$ cat config.mk
export PLATFORM = sky130hd
export DESIGN_NAME = tea_half_round
export DESIGN_NICKNAME = d
export VERILOG_FILES = /design/src/rtl/tea_pkg.sv /design/src/rtl/tea_half_round.sv
export SDC_FILE = /design/constraint.sdc
export NUM_CORES = 1
export LEC_CHECK = 0
export BUFFER_PORTS_ARGS = -buffer_cell sky130_fd_sc_hd__buf_2
export CORE_ASPECT_RATIO = 1.5
export CORE_UTILIZATION = 45
export CTS_CLUSTER_SIZE = 25
export DETAILED_ROUTE_END_ITERATION = 16
export PLACE_DENSITY_LB_ADDON = 0.05
export SKIP_CTS_REPAIR_TIMING = 1
export SLEW_MARGIN = 0
export SYNTH_ARGS = -nofsm -noshare
export SYNTH_HDL_FRONTEND = slang
export SYNTH_SLANG_ARGS = --single-unit
$ cat constraint.sdc
create_clock -name clk -period 0.9 [get_ports clk]
set_input_delay 0.135 -clock clk [delete_from_list [all_inputs] [get_ports clk]]
set_output_delay 0.135 -clock clk [all_outputs]
set_load 0.05 [all_outputs]
$ cat src/rtl/tea_pkg.sv
// Shared types, constants and helpers for the TEA block cipher core.
// No dependencies; imported by every module of the core.
package tea_pkg;

    localparam int unsigned TEA_ROUNDS  = 32;
    localparam int unsigned WORD_W      = 32;
    localparam int unsigned CFG_INDEX_W = 2;

    typedef logic [WORD_W-1:0] word_t;

    localparam word_t TEA_DELTA = 32'h9e37_79b9;

    // configuration register map
    typedef enum logic [CFG_INDEX_W-1:0] {
        REG_KEY0 = 2'd0,
        REG_KEY1 = 2'd1,
        REG_KEY2 = 2'd2,
        REG_KEY3 = 2'd3
    } cfg_reg_t;

    // operation codes carried in tuser
    typedef enum logic {
        ACT_ENCRYPT = 1'b0,
        ACT_DECRYPT = 1'b1
    } action_t;

    typedef struct packed {
        word_t k3;
        word_t k2;
        word_t k1;
        word_t k0;
    } key_t;

    // sideband that travels down the pipe with each block
    typedef struct packed {
        logic    valid;
        action_t action;
    } stage_ctl_t;

    // running sum after n delta steps, modulo 2^32 (elaboration only)
    function automatic word_t tea_sum(input int unsigned n);
        logic [63:0] prod;
        prod = 64'(TEA_DELTA) * 64'(n);
        return prod[WORD_W-1:0];
    endfunction

endpackage

$ cat src/rtl/tea_half_round.sv
// One pipeline stage: a single TEA half-round (one mix and one add/sub).
// Depends on tea_pkg. Round sums are fixed per stage at elaboration.
module tea_half_round
    import tea_pkg::*;
#(
    parameter int unsigned ROUNDS = TEA_ROUNDS,
    parameter int unsigned STAGE  = 0
)
(
    input  logic       clk,
    input  logic       rst_n,
    input  logic       en,
    input  key_t       key,
    input  stage_ctl_t ctl_in,
    input  word_t      left_in,
    input  word_t      right_in,
    output stage_ctl_t ctl_out,
    output word_t      left_out,
    output word_t      right_out
);

    localparam int unsigned ROUND    = STAGE / 2;
    localparam bit          HALF     = (STAGE % 2) == 1;
    localparam word_t       SUM_ENC  = tea_sum(ROUND + 1);
    localparam word_t       SUM_DEC  = tea_sum(ROUNDS - ROUND);

    function automatic word_t mix(input word_t v, input word_t s,
                                  input word_t ka, input word_t kb);
        return (v << 4) + (ka ^ v) + (s ^ (v >> 5)) + kb;
    endfunction

    stage_ctl_t ctl_reg;
    stage_ctl_t ctl_next;
    word_t      left_reg;
    word_t      left_next;
    word_t      right_reg;
    word_t      right_next;

    logic  dec;
    logic  src_right;
    word_t src;
    word_t dst;
    word_t ka;
    word_t kb;
    word_t s;
    word_t m;
    word_t dst_new;

    always_comb
    begin
        dec       = (ctl_in.action == ACT_DECRYPT);
        // encrypt: first half reads right, second reads left; decrypt mirrors it
        src_right = (HALF == 1'b0) != dec;
        src       = src_right ? right_in : left_in;
        dst       = src_right ? left_in  : right_in;
        ka        = src_right ? key.k0   : key.k2;
        kb        = src_right ? key.k1   : key.k3;
        s         = dec ? SUM_DEC : SUM_ENC;
        m         = mix(src, s, ka, kb);
        dst_new   = dec ? (dst - m) : (dst + m);

        ctl_next   = ctl_in;
        left_next  = src_right ? dst_new  : left_in;
        right_next = src_right ? right_in : dst_new;
    end

    always_ff @(posedge clk or negedge rst_n)
    begin
        if (!rst_n)
        begin
            ctl_reg <= '0;
        end
        else if (en)
        begin
            ctl_reg <= ctl_next;
        end
    end

    always_ff @(posedge clk)
    begin
        if (en)
        begin
            left_reg  <= left_next;
            right_reg <= right_next;
        end
    end

    assign ctl_out   = ctl_reg;
    assign left_out  = left_reg;
    assign right_out = right_reg;

endmodule

==> metrics.md, run 1 <==
| Metric | Value |
|---|---|
| CP required | `1050 ps` |
| CP Depth | `31` |
| Yosys warning count | `0` |
| IO Pins | `263` |
| Outcome | `complete, but fails checks` |
| Cell area after synthesis | `10,100 sq um` |
| Final slew viol count | `0` |
| Footprint of the multi-input gates | `8610 sq um` |
| Skew-Pair Late Insertion Delay | `320 ps` |
| Initial Util | `46.1%` |
| Max Cap Viol | `0` |
| Detailed Place HPWL | `28.9 mm` |
| Final worst setup slack | `-5600 ps` |
| Failing checks | `negative setup slack` |
| Synth Flop Type | `edfxtp_1` |
| Period utilisation layout | `722%` |
| Post-synth cell types | `77` |
| Setup CP Type | `input pin to flop` |
| Drt pass-1 iters | `5` |
| Hold_ws | `52.0 ps` |
| R2R depth | `1` |
| Root Buffer | `clkbuf_16` |
| Initial antenna violation count | `0` |
| Fraction of registers with async set/reset | `3.03%` |
| Slew HR | `62.5%` |
| Placed Area | `14,700 sq um` |
| Worst R2R Setup Slack | `120 ps` |
| GRT Overall Usage | `28.0%` |
| Clock Path Buffers | `2` |
| Bufs and invs on worst path | `7` |
| Commonest non-fill, non-tap cell in the layout | `buf_4` |
| # DRC | `0` |
| Seq/Total Area, Yosys | `19.5%` |
| Final setup fails | `130` |
| Routed via count | `11,100` |
| Post-route cell area | `16,700 sq um` |
| Avg Vias per Cell | `5.29` |
| Initial DRC Count | `506` |
| Worst Hold Depth | `2` |
| Row count | `66` |
| Synth-to-layout area growth | `65.4%` |
| Final wirelength | `35.7 mm` |
| Synth top area share | `19.0%` |
| Die footprint | `23,100 sq um` |
| Vias in the first global route | `10,400` |
| Final nets | `2,135` |
| Register area | `1970 sq um` |
| Most frequent cells in the layout | `buf_4 (381), buf_2 (195), nand2_1 (132)` |
| Max Freq | `0.154 GHz` |
| CP max stage cell | `fa_1` |
| CORE AREA | `21,900 sq um` |
| Post-synth top area cell | `edfxtp_1` |
| Number of synthesized flops with an enable pin | `64` |
| Final hold vios | `0` |
| Share of cells above drive strength 1 | `51.5%` |
| CTS tree | `done` |
| Hold/Removal Path Class | `input pin to flop` |
| Startpoint Class | `input pin` |
| Die W | `124 microns` |
| # clock sinks | `66` |
| Grt total ovfl | `0` |
| Largest net degree at the start of global routing | `38` |
| Post-synthesis register bit count | `66` |
| Crit path DAT | `6650 ps` |
| Minimum clock period after layout | `6500 ps` |
| Die height | `185 microns` |
| Clk pin slew, worst setup/hold paths | `60 ps` |
| First-pass GRT wire length | `51.3 mm` |
| Slew @ Worst Pin | `556 ps` |
| Drt wl/cell | `17.1 microns` |
| Ranking of synthesized cells by area | `edfxtp_1 (19%), fa_1 (12%), ha_1 (8.2%)` |
| Filler cells | `1,574` |
| RSZ-0062 raised after global routing | `true` |
| Final Util | `76.3%` |
| Post-Synthesis Cells | `1,173` |
| IO Port Bufs | `262` |
| Crit-path max cell delay | `560 ps` |
| Worst Skew | `0 ps` |
| ANT nets after route | `0` |
| Inserted Clock Buffers | `9` |
| Syn_nets | `1,495` |
| H-tree levels | `3` |
| Synthesized area per cell | `8.61 sq um` |
| Crit Path Max Fanout | `7` |
| GP Congestion | `0.935` |
| Worst path top cell family by delay | `simple AND/OR/NAND/NOR gates` |
| CP endpoint kind | `flop` |
## worst paths after layout
check / startpoint / endpoint
max: ctl_in[0] / right_out[30]
max in group asynchronous: rst_n / ctl_out[0]
min in group asynchronous: rst_n / ctl_out[1]
max reg2reg: ctl_out[0] / ctl_out[0]
min: ctl_in[1] / ctl_out[1]
min reg2reg: ctl_out[1] / ctl_out[1]
## per-layer routing
layer	wire, microns	GRT usage, %
met4	797	7.18
met5	0	0
met3	1490	1.35
met1	15300	36.9
met2	18100	50.1
## synth_stat cells (5+ instances only)
cell type / count
a211o_1: 7
a21boi_0: 6
a21o_1: 30
a21oi_1: 82
a31oi_1: 10
and2_1: 11
and3_1: 7
buf_1: 12
clkbuf_1: 29
edfxtp_1: 64
fa_1: 59
ha_1: 66
inv_1: 115
mux2_2: 52
mux2i_1: 57
nand2_1: 146
nand2b_1: 5
nand3_1: 11
nand4_1: 10
nor2_1: 70
nor2b_1: 17
nor3_1: 19
o211ai_1: 10
o21a_1: 13
o21ai_0: 48
o31a_1: 5
or3_1: 7
xnor2_1: 72
xor2_1: 40
## cells by family (layout without fill, tap and decap cells)
kind of cell / Yosys count / count (layout) / share of synthesized area [%]
simple gates: 325 / 325 / 15.1
compound gates: 276 / 276 / 18.3
buf+inv: 160 / 805 / 6.06
fa+ha+maj: 125 / 125 / 19.9
xor+xnor: 112 / 112 / 9.71
mux: 109 / 109 / 11.4
flops: 66 / 66 / 19.5
other cells: 0 / 1 / 0
## through the flow
step / instances / TNS (ps) / worst slack, ps
final: 2091 / -278930 / -5600
after CTS: 2051 / -291770 / -5700
after floorplan: 1173 / -267230 / -5580
after global routing: 2090 / -295790 / -5820
after detailed placement: 2035 / -303320 / -6030
after global placement: 2035 / -300570 / -5910
## layout make-up
cell class,count,share of cell area [%]
Clock inverter,7,0.217
Timing Repair Buffer,674,30.3
Tap cell,272,2.04
Sequential cell,66,11.8
Inverter,115,2.66
Multi-Input combinational cell,947,51.6
Antenna cell,1,0.0150
Clock buffer,9,1.35
## state kept, by name (all words and copies together) (netlist names)
register   flops
ctl_out        2
right_out     32
left_out      32
Power of run 1 is not shown: default switching activity piles up to over one toggle a cycle in this logic, so the estimate is an artifact.
==> inputs of run 2 (changes only) <==
- PLACE_DENSITY: unset -> 0.74
- PLACE_DENSITY_LB_ADDON: 0.05 -> unset
==> run 2 against run 1 <==
Against the previous run: sequential cell count did not move; cell area fell by 3.2%; worst hold slack got worse by 17 ps; largest cell class unchanged; the flow still finishes with violations (negative setup slack); non-clock buffer count fell by 20; via count rose by 4.6%; clock-buffer cell count did not move; setup slack improved by 5.3 ps; first-iteration DRC count rose by 49%; global-route usage rose by 0.51 points; utilization fell by 2.4 points; register-to-register slack barely moved.
==> metrics.md, run 2 (synthesis results as in run 1) <==
| Metric | Value |
|---|---|
| Outcome | `complete, but fails checks` |
| Failing checks | `negative setup slack` |
| First-pass GRT wire length | `52.7 mm` |
| CP required | `990 ps` |
| # clock sinks | `66` |
| Vias in the first global route | `11,100` |
| Footprint of the multi-input gates | `8580 sq um` |
| Commonest non-fill, non-tap cell in the layout | `buf_4` |
| Drt wl/cell | `18.4 microns` |
| Register area | `1970 sq um` |
| Wl on met1 | `14.1 mm` |
| CP endpoint kind | `flop` |
| Max Freq | `0.154 GHz` |
| Final wirelength | `38.2 mm` |
| Clock Path Buffers | `2` |
| CTS tree | `done` |
| Crit Path Max Fanout | `8` |
| Slew @ Worst Pin | `497 ps` |
| Met2 routed WL | `19.7 mm` |
| Minimum clock period after layout | `6500 ps` |
| R2R depth | `1` |
| Initial antenna violation count | `5` |
| IO Pins | `263` |
| Met3 Wirelength | `2.42 mm` |
| Max Cap Viol | `0` |
| Largest net degree at the start of global routing | `27` |
| Final hold vios | `0` |
| Crit path top cell by count | `xnor2_1` |
| Detailed Place HPWL | `29.3 mm` |
| Initial DRC Count | `754` |
| Die height | `185 microns` |
| Grt total ovfl | `0` |
| Initial Util | `46.1%` |
| Hold/Removal Path Class | `input pin to flop` |
| Most frequent cells in the layout | `buf_4 (370), buf_2 (245), nand2_1 (137)` |
| Share of cells above drive strength 1 | `50.2%` |
| Root Buffer | `clkbuf_16` |
| H-tree levels | `3` |
| Crit path DAT | `6580 ps` |
| Worst Hold Depth | `2` |
| ANT nets after route | `0` |
| Routed via count | `11,600` |
| Filler cells | `1,404` |
| Slew HR | `66.4%` |
| Hold_ws | `35.0 ps` |
| Final nets | `2,115` |
| Skew-Pair Late Insertion Delay | `330 ps` |
| Final slew viol count | `0` |
| Row count | `66` |
| Worst Skew | `0 ps` |
| Crit-path max cell delay | `600 ps` |
| Final worst setup slack | `-5600 ps` |
| RSZ-0062 raised after global routing | `true` |
| Clk pin slew, worst setup/hold paths | `60 ps` |
| CORE AREA | `21,900 sq um` |
| Startpoint Class | `input pin` |
| Die footprint | `23,100 sq um` |
| GRT Overall Usage | `28.5%` |
| Period utilisation layout | `722%` |
| IO Port Bufs | `262` |
| Synth-to-layout area growth | `60.2%` |
| Drt pass-1 iters | `6` |
| Setup CP Type | `input pin to flop` |
| GP Congestion | `0.984` |
| CP max stage cell | `fa_1` |
| Avg Vias per Cell | `5.58` |
| Final setup fails | `130` |
| # DRC | `0` |
| Inserted Clock Buffers | `9` |
| Top sig layer | `met4` |
| Die W | `124 microns` |
[run 2: cell count changes in the layout (fill, tap and decap cells not counted), sizes merged]
cell      previous run  this run
buf                670       651
clkinv               8         2
diode                1         5
clkinvlp             0         3
inv                114       117
clkbuf              12        11
[run 2: critical path, delay by kind of cell]
family	cells	cell delay, ps
fa+ha+maj	4	1690
compound gates	10	2360
xor+xnor	4	730
simple gates	5	620
mux	1	280
buf+inv	6	760
[run 2: cell type report]
class | count | share of cell area [%]
inverter | 115 | 2.70
antenna | 5 | 0.0773
clock buffer | 9 | 1.39
timing repair buffer | 654 | 28.2
multi-input combinational | 947 | 53.0
clock inverter | 7 | 0.325
tap | 272 | 2.10
sequential | 66 | 12.2
[run 2: final timing paths]
check                                start            to  slack [ps]
worst max-delay path             ctl_in[0]  left_out[31]       -5600
worst min-delay path             ctl_in[1]    ctl_out[1]          30
worst max register to register  ctl_out[1]    ctl_out[1]         120
worst min register to register  ctl_out[0]    ctl_out[0]         540
max in group asynchronous            rst_n    ctl_out[0]         670
min in group asynchronous            rst_n    ctl_out[1]         130
[run 2: layer usage]
layer	vias to the layer above	GRT usage [%]
li1	5371	-
met1	5484	33.1
met2	568	52.7
met3	152	3.05
met4	0	12.8
met5	-	0
[run 2: through the flow]
stage / utilization, % / setup TNS, ps / instance area, sq um / setup WS (ps) / instances
2_1_floorplan: - / -267230 / 10400 / -5580 / 1173
3_3_place_gp: 66.7 / -300060 / 14600 / -5950 / 2029
3_5_place_dp: 66.7 / -304660 / 14600 / -6070 / 2029
4_1_cts: 68.0 / -293990 / 14900 / -5740 / 2045
5_1_grt: 73.9 / -305630 / 16200 / -5810 / 2075
6_report: 73.9 / -291980 / 16200 / -5600 / 2075
Power of run 2 is left out for the same reason.
