==> src/rtl/tea_pkg.sv <==
// Shared types, constants and helpers for the TEA block cipher core.
// No dependencies; imported by every module of the core.
package tea_pkg;

    localparam int unsigned TEA_ROUNDS  = 32;
    localparam int unsigned WORD_W      = 32;
    localparam int unsigned CFG_INDEX_W = 2;

    typedef logic [WORD_W-1:0] word_t;

    localparam word_t TEA_DELTA = 32'h9e37_79b9;

    // configuration register map
    typedef enum logic [CFG_INDEX_W-1:0] {
        REG_KEY0 = 2'd0,
        REG_KEY1 = 2'd1,
        REG_KEY2 = 2'd2,
        REG_KEY3 = 2'd3
    } cfg_reg_t;

    // operation codes carried in tuser
    typedef enum logic {
        ACT_ENCRYPT = 1'b0,
        ACT_DECRYPT = 1'b1
    } action_t;

    typedef struct packed {
        word_t k3;
        word_t k2;
        word_t k1;
        word_t k0;
    } key_t;

    // sideband that travels down the pipe with each block
    typedef struct packed {
        logic    valid;
        action_t action;
    } stage_ctl_t;

    // running sum after n delta steps, modulo 2^32 (elaboration only)
    function automatic word_t tea_sum(input int unsigned n);
        logic [63:0] prod;
        prod = 64'(TEA_DELTA) * 64'(n);
        return prod[WORD_W-1:0];
    endfunction

endpackage

==> src/rtl/tea_key_regs.sv <==
// Key register file: four 32-bit key words written over the config port.
// Depends on tea_pkg.
module tea_key_regs
    import tea_pkg::*;
(
    input  logic                   clk,
    input  logic                   rst_n,
    input  logic                   cfg_we,
    input  logic [CFG_INDEX_W-1:0] cfg_index,
    input  word_t                  cfg_data,
    output key_t                   key
);

    key_t key_reg;
    key_t key_next;

    always_comb
    begin
        key_next = key_reg;
        if (cfg_we)
        begin
            unique case (cfg_reg_t'(cfg_index))
                REG_KEY0: key_next.k0 = cfg_data;
                REG_KEY1: key_next.k1 = cfg_data;
                REG_KEY2: key_next.k2 = cfg_data;
                REG_KEY3: key_next.k3 = cfg_data;
                default:  key_next    = key_reg;
            endcase
        end
    end

    always_ff @(posedge clk or negedge rst_n)
    begin
        if (!rst_n)
        begin
            key_reg <= '0;
        end
        else
        begin
            key_reg <= key_next;
        end
    end

    assign key = key_reg;

endmodule

==> config.mk <==
export PLATFORM = sky130hd
export DESIGN_NAME = tea_key_regs
export DESIGN_NICKNAME = d
export VERILOG_FILES = /design/src/rtl/tea_pkg.sv /design/src/rtl/tea_key_regs.sv
export SDC_FILE = /design/constraint.sdc
export NUM_CORES = 1
export LEC_CHECK = 0
export CAP_MARGIN = 20
export CORE_MARGIN = 1
export CORE_UTILIZATION = 30
export CTS_BUF_LIST = sky130_fd_sc_hd__clkbuf_8
export DETAILED_ROUTE_END_ITERATION = 8
export DONT_BUFFER_PORTS = 1
export PLACE_DENSITY_LB_ADDON = 0.1
export SLEW_MARGIN = 20
export SYNTH_ARGS = -nofsm -noshare
export SYNTH_HDL_FRONTEND = slang
export SYNTH_SLANG_ARGS = --single-unit
==> constraint.sdc <==
create_clock -name clk -period 0.8 [get_ports clk]
set_input_delay 0.16 -clock clk [delete_from_list [all_inputs] [get_ports clk]]
set_output_delay 0.16 -clock clk [all_outputs]
set_load 0.1 [all_outputs]
==> results of run 1 <==
## synthesized netlist by cell type
library cell	number	area share [%]
buf_2	9	0.95
nand3_1	1	0.11
dfrtp_1	128	68
mux2_2	126	30
nor3b_2	1	0.26
nand3b_1	2	0.32
mux2_1	2	0.47
buf_4	3	0.47
## stage by stage
step	hold WS (ns)	setup WS, ns	instance area, µm²
5_1_grt	-0.6379	-0.5411	9737
4_1_cts	-0.6225	-0.5165	9534
6_report	-0.5869	-0.4832	9737
2_1_floorplan	-0.1356	-0.3070	5644
3_5_place_dp	-0.1310	-0.3529	6940
3_3_place_gp	-0.1309	-0.3439	6940
## metal layers
metal  GRT usage [%]  routed length [µm]  up-vias
li1                -                   -     1377
met3           7.471                1011       15
met1           23.21                5890     1648
met2           27.01                6791      120
met4           6.436                 170        0
met5               0                   0        -
## power groups by stage
stage | Clock [mW] | Combinational (mW) | Sequential, mW
final | 5.39 | 17.8 | 10.0
after global routing | 5.86 | 18.2 | 10.2
after CTS | 5.54 | 17.4 | 9.97
after detailed placement | 0 | 13.5 | 9.35
after global placement | 0 | 13.5 | 9.30
after floorplan | 0 | 1.78 | 18.5
## worst min path at each step
| stage | cells past startpoint | startpoint | to |
|---|---|---|---|
| floorplan | 0 | rst_n | key[0]$_DFFE_PN0P_ |
| global placement | 0 | rst_n | key[72]$_DFFE_PN0P_ |
| finish | 0 | rst_n | key[68]$_DFFE_PN0P_ |
| detailed placement | 0 | rst_n | key[72]$_DFFE_PN0P_ |
| CTS | 0 | rst_n | key[111]$_DFFE_PN0P_ |
| global route | 0 | rst_n | key[69]$_DFFE_PN0P_ |
## area by class of cell
cell class	count	area (µm²)
fillers	1099	5578
flip-flops and latches	128	3684
clock buffers	20	275.3
multi-input cells	132	1958
well taps	211	264.0
repair buffers	205	3460
clock inverters	10	96.34
## cells by family (layout without fill, tap and decap cells)
logic type    after synthesis  count (layout)
mux                       128             128
flops                     128             128
buf+inv                    12             235
simple gates                4               4
## cell usage in the layout (no fill, tap or decap)
cell type / synthesis / layout
nand3b_1: 2 / 2
bufinv_16: 0 / 2
clkinv_2: 0 / 5
mux2_4: 0 / 126
inv_1: 0 / 3
mux2_2: 126 / 2
clkbuf_8: 0 / 20
buf_12: 0 / 136
nor3b_4: 0 / 1
nand3_2: 0 / 1
dfrtp_4: 0 / 128
buf_6: 0 / 37
dlygate4sd3_1: 0 / 32
## timing repair
item	in CTS	in global routing
gates resized for setup	427	25
endpoints found under the setup margin	256	256
setup buffers	19	25
hold endpoints to repair	256	128
==> qor.yml, run 1 <==
run_status:
  status: "finished with violations"
  violations: "negative hold slack, negative setup slack"
synthesis:
  synthesis.area_mm2: 0.004745
  yosys_warnings: 0
  synth_compound_area_share_pct: 0
  synth_simple_gate_area_share_pct: 0.6857
  synth_top_family_by_area: "multiplexers"
  synthMuxAreaShare_pct: 30.38
  synth.avg_cell_area_um2: 17.44
  yosysSeqAreaShare_pct: 67.51
  syn_nets: 309
  synth_fa_ha_area_share_pct: 0
  yosys.cell_types.count: 8
  synth-seq-cells: 128
  synthXorXnorAreaFrac_pct: 0
  synthesis.instances: 272
critical_path:
  worst_setup_path_end_kind: "output pin"
  path_delay_family: "flip-flops"
  crit_chain: "buf_12"
  critPathMaxStageDelay_ns: 0.50
  path_buf_inv: 1
  arrival_ns: 1.12
  start_kind: "flop"
  crit_fanout: 2
  r2r-end: "key[11]$_DFFE_PN0P_"
  r2r-start: "key[11]$_DFFE_PN0P_"
  worstSetupPathDepth: 1
  reg2reg_setup_slack_ns: -0.29
  crit_type: "flop to output pin"
  endpoint: "key[27]"
  cp_slowest_cell: "dfrtp_4"
  required_ns: 0.64
  r2r_cells: 3
  crit_start: "key[27]$_DFFE_PN0P_"
floorplan:
  ios: 165
  die_x_um: 127.8
  start_util_pct: 30.98
  die_height_um: 127.8
  dieArea_mm2: 0.01632
  fp-row-count: 45
  core_mm2: 0.01531
global_routing:
  grt_overflow_total: 0
  track_usage_pct: 17.97
  grt_max_degree: 129
  grt_pass1_wl_um: 21730
  grt_pass1_vias: 3565
  antenna_found_initial: 0
final_layout:
  area_growth_pct: 105.2
  fin_util_pct: 63.58
  nNetsFinal: 521
  n_antenna_cell: 0
  instances_no_fill: 706
  largest_reg_flops: 128
  drive_gt1_share_pct: 92.53
drt:
  post-route-drc-count: 0
  dr.pass1.iters: 4
  drtIter0Drc: 98
  antenna_left: 0
  via_per_inst: 4.476
  wire_per_inst_um: 19.64
  wl_um: 13860
  vias: 3160
timing:
  finalSetupViolCount: 256
  min_period_ns: 1.283
  fin_crit_sh_pct: 160.4
  tightestPinTransition_ns: 0.2701
  fin_skew_ns: 0
  fmax_ghz: 0.7793
  setup_ws_ns: -0.4832
  finalHoldViolCount: 128
  relSlewSlack_pct: 81.97
  rsz0062_at_grt: "yes"
  whs_ns: -0.5869
  setup_tns_ns: -72.71
  drv_slew: 0
clock_tree:
  clock_sinks: 128
  clockBufferDepth: 2
  numCtsBuffers: 17
  cts_root_buf: "clkbuf_8"
  cts.reportedPaths.clkPinSlew_ns: 0.07
  htree_levels: 4
  cts_tree: "built"
  clk_latency_ns: 0.44
  holdBufCountCts: 32
placed_design:
  io_buffers: 0
  hpwl_um: 7719
  place_inst: 607
  gp_congestion: 0.6926
power_and_ir_drop:
  p_leak_nw: 4.349
  combinationalPowerShare_pct: 53.7
  vdd_drop_max_uv: 1559
  swShare_pct: 43.99
  power.internal_mw: 18.61
  cellPowerDensity_mw_per_mm2: 3412
  power.switching_mw: 14.61
  finalPower_mw: 33.22
  seqPwrFrac_pct: 30.1
  p_clk_share_pct: 16.2
worst_hold_path:
  hold_class: "primary input to asynchronous set/reset pin"
flow_run:
  maxCapViolations: 0
(Power assumes the default switching activity.)
==> run 2, diff against run 1 <==
--- a/constraint.sdc
+++ b/constraint.sdc
@@ -3,2 +3,2 @@
 set_output_delay 0.16 -clock clk [all_outputs]
-set_load 0.1 [all_outputs]
+set_load 0.05 [all_outputs]
==> qor.yml, run 2 (same netlist as run 1, synthesis figures left out) <==
run_status:
  status: "finished with violations"  # unchanged
  violations: "negative hold slack, negative setup slack"  # unchanged
global_routing:
  track_usage_pct: 15.32  # was 17.97%
  grt_max_degree: 129  # unchanged
  grt_pass1_wl_um: 18640  # was 21730 µm
  grt_overflow_total: 0  # unchanged
  grt_pass1_vias: 3294  # was 3565
  antenna_found_initial: 0  # unchanged
drt:
  antenna_left: 0  # unchanged
  route.met2.wl_um: 5371  # was 6791 µm
  post-route-drc-count: 0  # unchanged
  dr.pass1.iters: 4  # unchanged
  highest_layer: "met4"  # unchanged
  via_per_inst: 4.368  # was 4.476
  wl_um: 11950  # was 13860 µm
  wl_met1_um: 5444  # was 5890 µm
  drtIter0Drc: 49  # was 98
  vias: 3018  # was 3160
  wire_per_inst_um: 17.29  # was 19.64 µm
  wl_met3_um: 1023  # was 1011 µm
power_and_ir_drop:
  vdd_drop_max_uv: 2119  # was 1559 µV
  swShare_pct: 36.92  # was 43.99%
  finalPower_mw: 24.65  # was 33.22 mW
  seqPwrFrac_pct: 35.6  # was 30.1%
  combinationalPowerShare_pct: 39.6  # was 53.7%
  p_clk_share_pct: 24.8  # was 16.2%
  cellPowerDensity_mw_per_mm2: 3156  # was 3412 mW/mm²
  power.internal_mw: 15.55  # was 18.61 mW
  power.switching_mw: 9.100  # was 14.61 mW
  p_leak_nw: 3.568  # was 4.349 nW
placed_design:
  io_buffers: 0  # unchanged
  place_inst: 605  # was 607
  hpwl_um: 7248  # was 7719 µm
  dpl_cell_area_mm2: 0.006254  # was 0.006940 mm²
  gp_congestion: 0.6814  # was 0.6926
  dp_slack_ns: -0.3354  # was -0.3529 ns
final_layout:
  largest_reg_flops: 128  # unchanged
  fin_util_pct: 51.00  # was 63.58%
  final_common_cell: "buf_6"  # was buf_12
  n_antenna_cell: 0  # unchanged
  instances_no_fill: 691  # was 706
  nNetsFinal: 504  # was 521
  area_growth_pct: 64.61  # was 105.2%
  drive_gt1_share_pct: 82.08  # was 92.53%
  final_cell_mix: "146 x buf_6, 78 x dfrtp_2, 72 x mux2_2"  # was 136 x buf_12, 128 x dfrtp_4, 126 x mux2_4
  design_area_mm2: 0.007810  # was 0.009737 mm²
critical_path:
  start_kind: "flop"  # unchanged
  critPathMaxStageDelay_ns: 0.43  # was 0.50 ns
  crit_type: "flop to output pin"  # unchanged
  path_buf_inv: 1  # unchanged
  path_delay_family: "flip-flops"  # unchanged
  worst_setup_path_end_kind: "output pin"  # unchanged
  crit_chain: "buf_6"  # was buf_12
  arrival_ns: 1.02  # was 1.12 ns
  crit_fanout: 2  # unchanged
  required_ns: 0.64  # about the same
  cp_slowest_cell: "dfrtp_2"  # was dfrtp_4
floorplan:
  dieArea_mm2: 0.01632  # unchanged
  die_x_um: 127.8  # unchanged
  ios: 165  # unchanged
  start_util_pct: 30.98  # unchanged
  fp-row-count: 45  # unchanged
  die_height_um: 127.8  # unchanged
  core_mm2: 0.01531  # unchanged
clock_tree:
  cts.reportedPaths.clkPinSlew_ns: 0.08  # was 0.07 ns
  clock_sinks: 128  # unchanged
  cts_tree: "built"  # unchanged
  numCtsBuffers: 17  # unchanged
  clk_latency_ns: 0.43  # was 0.44 ns
  cts_root_buf: "clkbuf_8"  # unchanged
  clockBufferDepth: 2  # unchanged
  holdBufCountCts: 32  # unchanged
  htree_levels: 4  # unchanged
timing:
  drv_slew: 0  # unchanged
  setup_tns_ns: -46.66  # was -72.71 ns
  fin_crit_sh_pct: 147.2  # was 160.4%
  finalSetupViolCount: 151  # was 256
  setup_ws_ns: -0.3777  # was -0.4832 ns
  whs_ns: -0.5821  # was -0.5869 ns
  finalHoldViolCount: 128  # unchanged
  fmax_ghz: 0.8491  # was 0.7793 GHz
  fin_skew_ns: 0  # unchanged
  tightestPinTransition_ns: 0.2309  # was 0.2701 ns
  min_period_ns: 1.178  # was 1.283 ns
  relSlewSlack_pct: 84.60  # was 81.97%
  rsz0062_at_grt: "yes"  # unchanged
worst_hold_path:
  hold_class: "primary input to asynchronous set/reset pin"  # unchanged
flow_run:
  maxCapViolations: 0  # unchanged
[run 2: power by group through the flow]
| stage | Sequential (mW) | Combinational (mW) | Clock [mW] |
|---|---|---|---|
| after detailed placement | 8.61 | 8.26 | 0 |
| after floorplan | 13.0 | 1.44 | 0 |
| after CTS | 8.74 | 9.48 | 6.34 |
| after global routing | 8.94 | 10.1 | 6.58 |
| final | 8.78 | 9.75 | 6.12 |
| after global placement | 8.56 | 8.22 | 0 |
[run 2: area by class of cell]
cell class / count / area (µm²)
clock buffer: 20 / 275.3
clock inverter: 12 / 165.2
timing repair buffer: 188 / 2102
fill: 1345 / 7505
tap: 211 / 264.0
multi-input combinational: 132 / 1703
sequential: 128 / 3301
[run 2: metal layers]
layer | up-vias | track usage (%)
li1 | 1350 | -
met1 | 1552 | 19.37
met2 | 109 | 22.83
met3 | 7 | 7.679
met4 | 0 | 4.775
met5 | - | 0
[run 2: final timing paths]
kind	from	endpoint	slack (ns)	cells after the start
max	key[97]$_DFFE_PN0P_	key[97]	-0.38	1
min	rst_n	key[34]$_DFFE_PN0P_	-0.58	0
max reg2reg	key[67]$_DFFE_PN0P_	key[67]$_DFFE_PN0P_	-0.10	2
min reg2reg	key[73]$_DFFE_PN0P_	key[73]$_DFFE_PN0P_	0.53	1
max in group asynchronous	rst_n	key[123]$_DFFE_PN0P_	1.21	0
min in group clk	cfg_index[1]	key[119]$_DFFE_PN0P_	0.18	3
[run 2: timing repair]
| item | CTS | global route |
|---|---|---|
| endpoints found under the hold margin | 256 | 128 |
| setup buffers | 14 | 11 |
| setup endpoints to repair | 128 | 173 |
| resized for setup | 134 | 37 |
==> run 3, diff against run 2 <==
Settings changed: MAX_ROUTING_LAYER set to met4.
==> qor.yml, run 3 (same netlist as run 1, synthesis figures left out) <==
power_and_ir_drop:
  vdd_drop_max_uv: 2119  # about the same
  p_leak_nw: 3.573  # was 3.568 nW
  cellPowerDensity_mw_per_mm2: 3156  # about the same
global_routing:
  grt_max_degree: 129  # unchanged
  grt_pass1_vias: 3296  # was 3294
  track_usage_pct: 15.79  # was 15.32%
  grt_pass1_wl_um: 18630  # was 18640 µm
  antenna_found_initial: 0  # unchanged
  grt_overflow_total: 0  # unchanged
critical_path:
  arrival_ns: 1.02  # about the same
  crit_fanout: 2  # unchanged
  r2r_cells: 2  # unchanged
  worst_setup_path_end_kind: "output pin"  # unchanged
  r2r-start: "key[82]$_DFFE_PN0P_"  # was key[67]$_DFFE_PN0P_
  crit_type: "flop to output pin"  # unchanged
  path_delay_family: "flip-flops"  # unchanged
  cp_slowest_cell: "dfrtp_2"  # unchanged
  crit_chain: "buf_6"  # unchanged
  path_buf_inv: 1  # unchanged
  required_ns: 0.64  # about the same
  critPathMaxStageDelay_ns: 0.43  # about the same
  start_kind: "flop"  # unchanged
  reg2reg_setup_slack_ns: -0.11  # was -0.10 ns
  r2r-end: "key[82]$_DFFE_PN0P_"  # was key[67]$_DFFE_PN0P_
timing:
  fin_crit_sh_pct: 147.7  # was 147.2%
  setup_ws_ns: -0.3816  # was -0.3777 ns
  min_period_ns: 1.182  # was 1.178 ns
  rsz0062_at_grt: "yes"  # unchanged
  finalHoldViolCount: 128  # unchanged
  tightestPinTransition_ns: 0.2317  # was 0.2309 ns
  drv_slew: 0  # unchanged
  whs_ns: -0.5795  # was -0.5821 ns
  finalSetupViolCount: 152  # was 151
  fmax_ghz: 0.8463  # was 0.8491 GHz
  relSlewSlack_pct: 84.55  # was 84.60%
  setup_tns_ns: -46.59  # was -46.66 ns
  fin_skew_ns: 0  # unchanged
placed_design:
  dp_slack_ns: -0.3354  # unchanged
  gp_congestion: 0.6883  # was 0.6814
  io_buffers: 0  # unchanged
  hpwl_um: 7248  # unchanged
  dpl_cell_area_mm2: 0.006254  # unchanged
clock_tree:
  cts.reportedPaths.clkPinSlew_ns: 0.09  # was 0.08 ns
  cts_tree: "built"  # unchanged
  clockBufferDepth: 2  # unchanged
  cts_root_buf: "clkbuf_8"  # unchanged
  clock_sinks: 128  # unchanged
  numCtsBuffers: 17  # unchanged
  htree_levels: 4  # unchanged
  holdBufCountCts: 32  # unchanged
  clk_latency_ns: 0.42  # was 0.43 ns
drt:
  post-route-drc-count: 0  # unchanged
  wl_met1_um: 5532  # was 5444 µm
  highest_layer: "met4"  # unchanged
  wl_um: 11950  # about the same
  via_per_inst: 4.358  # was 4.368
  dr.pass1.iters: 4  # unchanged
  route.met2.wl_um: 5313  # was 5371 µm
  vias: 3016  # was 3018
  drtIter0Drc: 57  # was 49
  wire_per_inst_um: 17.27  # was 17.29 µm
  wl_met3_um: 991  # was 1023 µm
  antenna_left: 0  # unchanged
final_layout:
  largest_reg_flops: 128  # unchanged
  n_antenna_cell: 0  # unchanged
  fillCellCount: 1344  # was 1345
  nNetsFinal: 505  # was 504
  final_cell_mix: "146 x buf_6, 78 x dfrtp_2, 72 x mux2_2"  # unchanged
  drive_gt1_share_pct: 82.12  # was 82.08%
  final_common_cell: "buf_6"  # unchanged
  design_area_mm2: 0.007818  # was 0.007810 mm²
  area_growth_pct: 64.77  # was 64.61%
floorplan:
  die_x_um: 127.8  # unchanged
  dieArea_mm2: 0.01632  # unchanged
  die_height_um: 127.8  # unchanged
  core_mm2: 0.01531  # unchanged
  ios: 165  # unchanged
  fp-row-count: 45  # unchanged
  start_util_pct: 30.98  # unchanged
run_status:
  status: "finished with violations"  # unchanged
  violations: "negative hold slack, negative setup slack"  # unchanged
worst_hold_path:
  hold_class: "primary input to asynchronous set/reset pin"  # unchanged
flow_run:
  maxCapViolations: 0  # unchanged
run 3: metal layers:
layer  global-route usage [%]  up-vias
met5                        -        -
met4                    4.775        0
met3                    7.346        8
met2                    22.76      111
met1                    19.67     1546
li1                         -     1351
run 3: how the worst max path moves through the flow:
| stage | startpoint | endpoint | cells past startpoint |
|---|---|---|---|
| detailed placement | cfg_index[1] | key[20]$_DFFE_PN0P_ | 3 |
| global placement | cfg_index[1] | key[6]$_DFFE_PN0P_ | 3 |
| floorplan | cfg_index[1] | key[10]$_DFFE_PN0P_ | 3 |
| CTS | key[82]$_DFFE_PN0P_ | key[82] | 1 |
| global route | key[114]$_DFFE_PN0P_ | key[114] | 1 |
| finish | key[114]$_DFFE_PN0P_ | key[114] | 1 |
run 3: what timing repair did:
action | 4_1_cts | 5_1_grt
resized for setup | 134 | 37
setup buffers | 14 | 12
setup endpoints to repair | 128 | 173
endpoints found under the hold margin | 256 | 128
cloned | 0 | 0
run 3: cell type report:
cell class,count,area (µm²),share of cell area (%)
Tap cell,211,264.0,3.377
Timing Repair Buffer,189,2110,26.98
Multi-Input combinational cell,132,1703,21.78
Sequential cell,128,3301,42.22
Clock inverter,12,165.2,2.113
Clock buffer,20,275.3,3.521
run 3: where the power goes:
part           leakage [nW]  internal, mW  switching [mW]
Combinational          1.92          4.11            5.66
Sequential             1.43          7.85           0.937
Clock                 0.223          3.61            2.52
run 3: per-stage QoR:
step | cells | util (%) | power, mW
2_1_floorplan | 272 | - | 14.40
5_1_grt | 692 | 51.05 | 25.64
4_1_cts | 683 | 49.77 | 24.56
3_3_place_gp | 605 | 40.83 | 16.78
3_5_place_dp | 605 | 40.83 | 16.87
6_report | 692 | 51.05 | 24.67
run 3: worst reg2reg max path, cell delays in order, from the launching register on:
cell and delay, ns:
dfrtp_2 0.42, buf_4 0.13, mux2_4 0.25
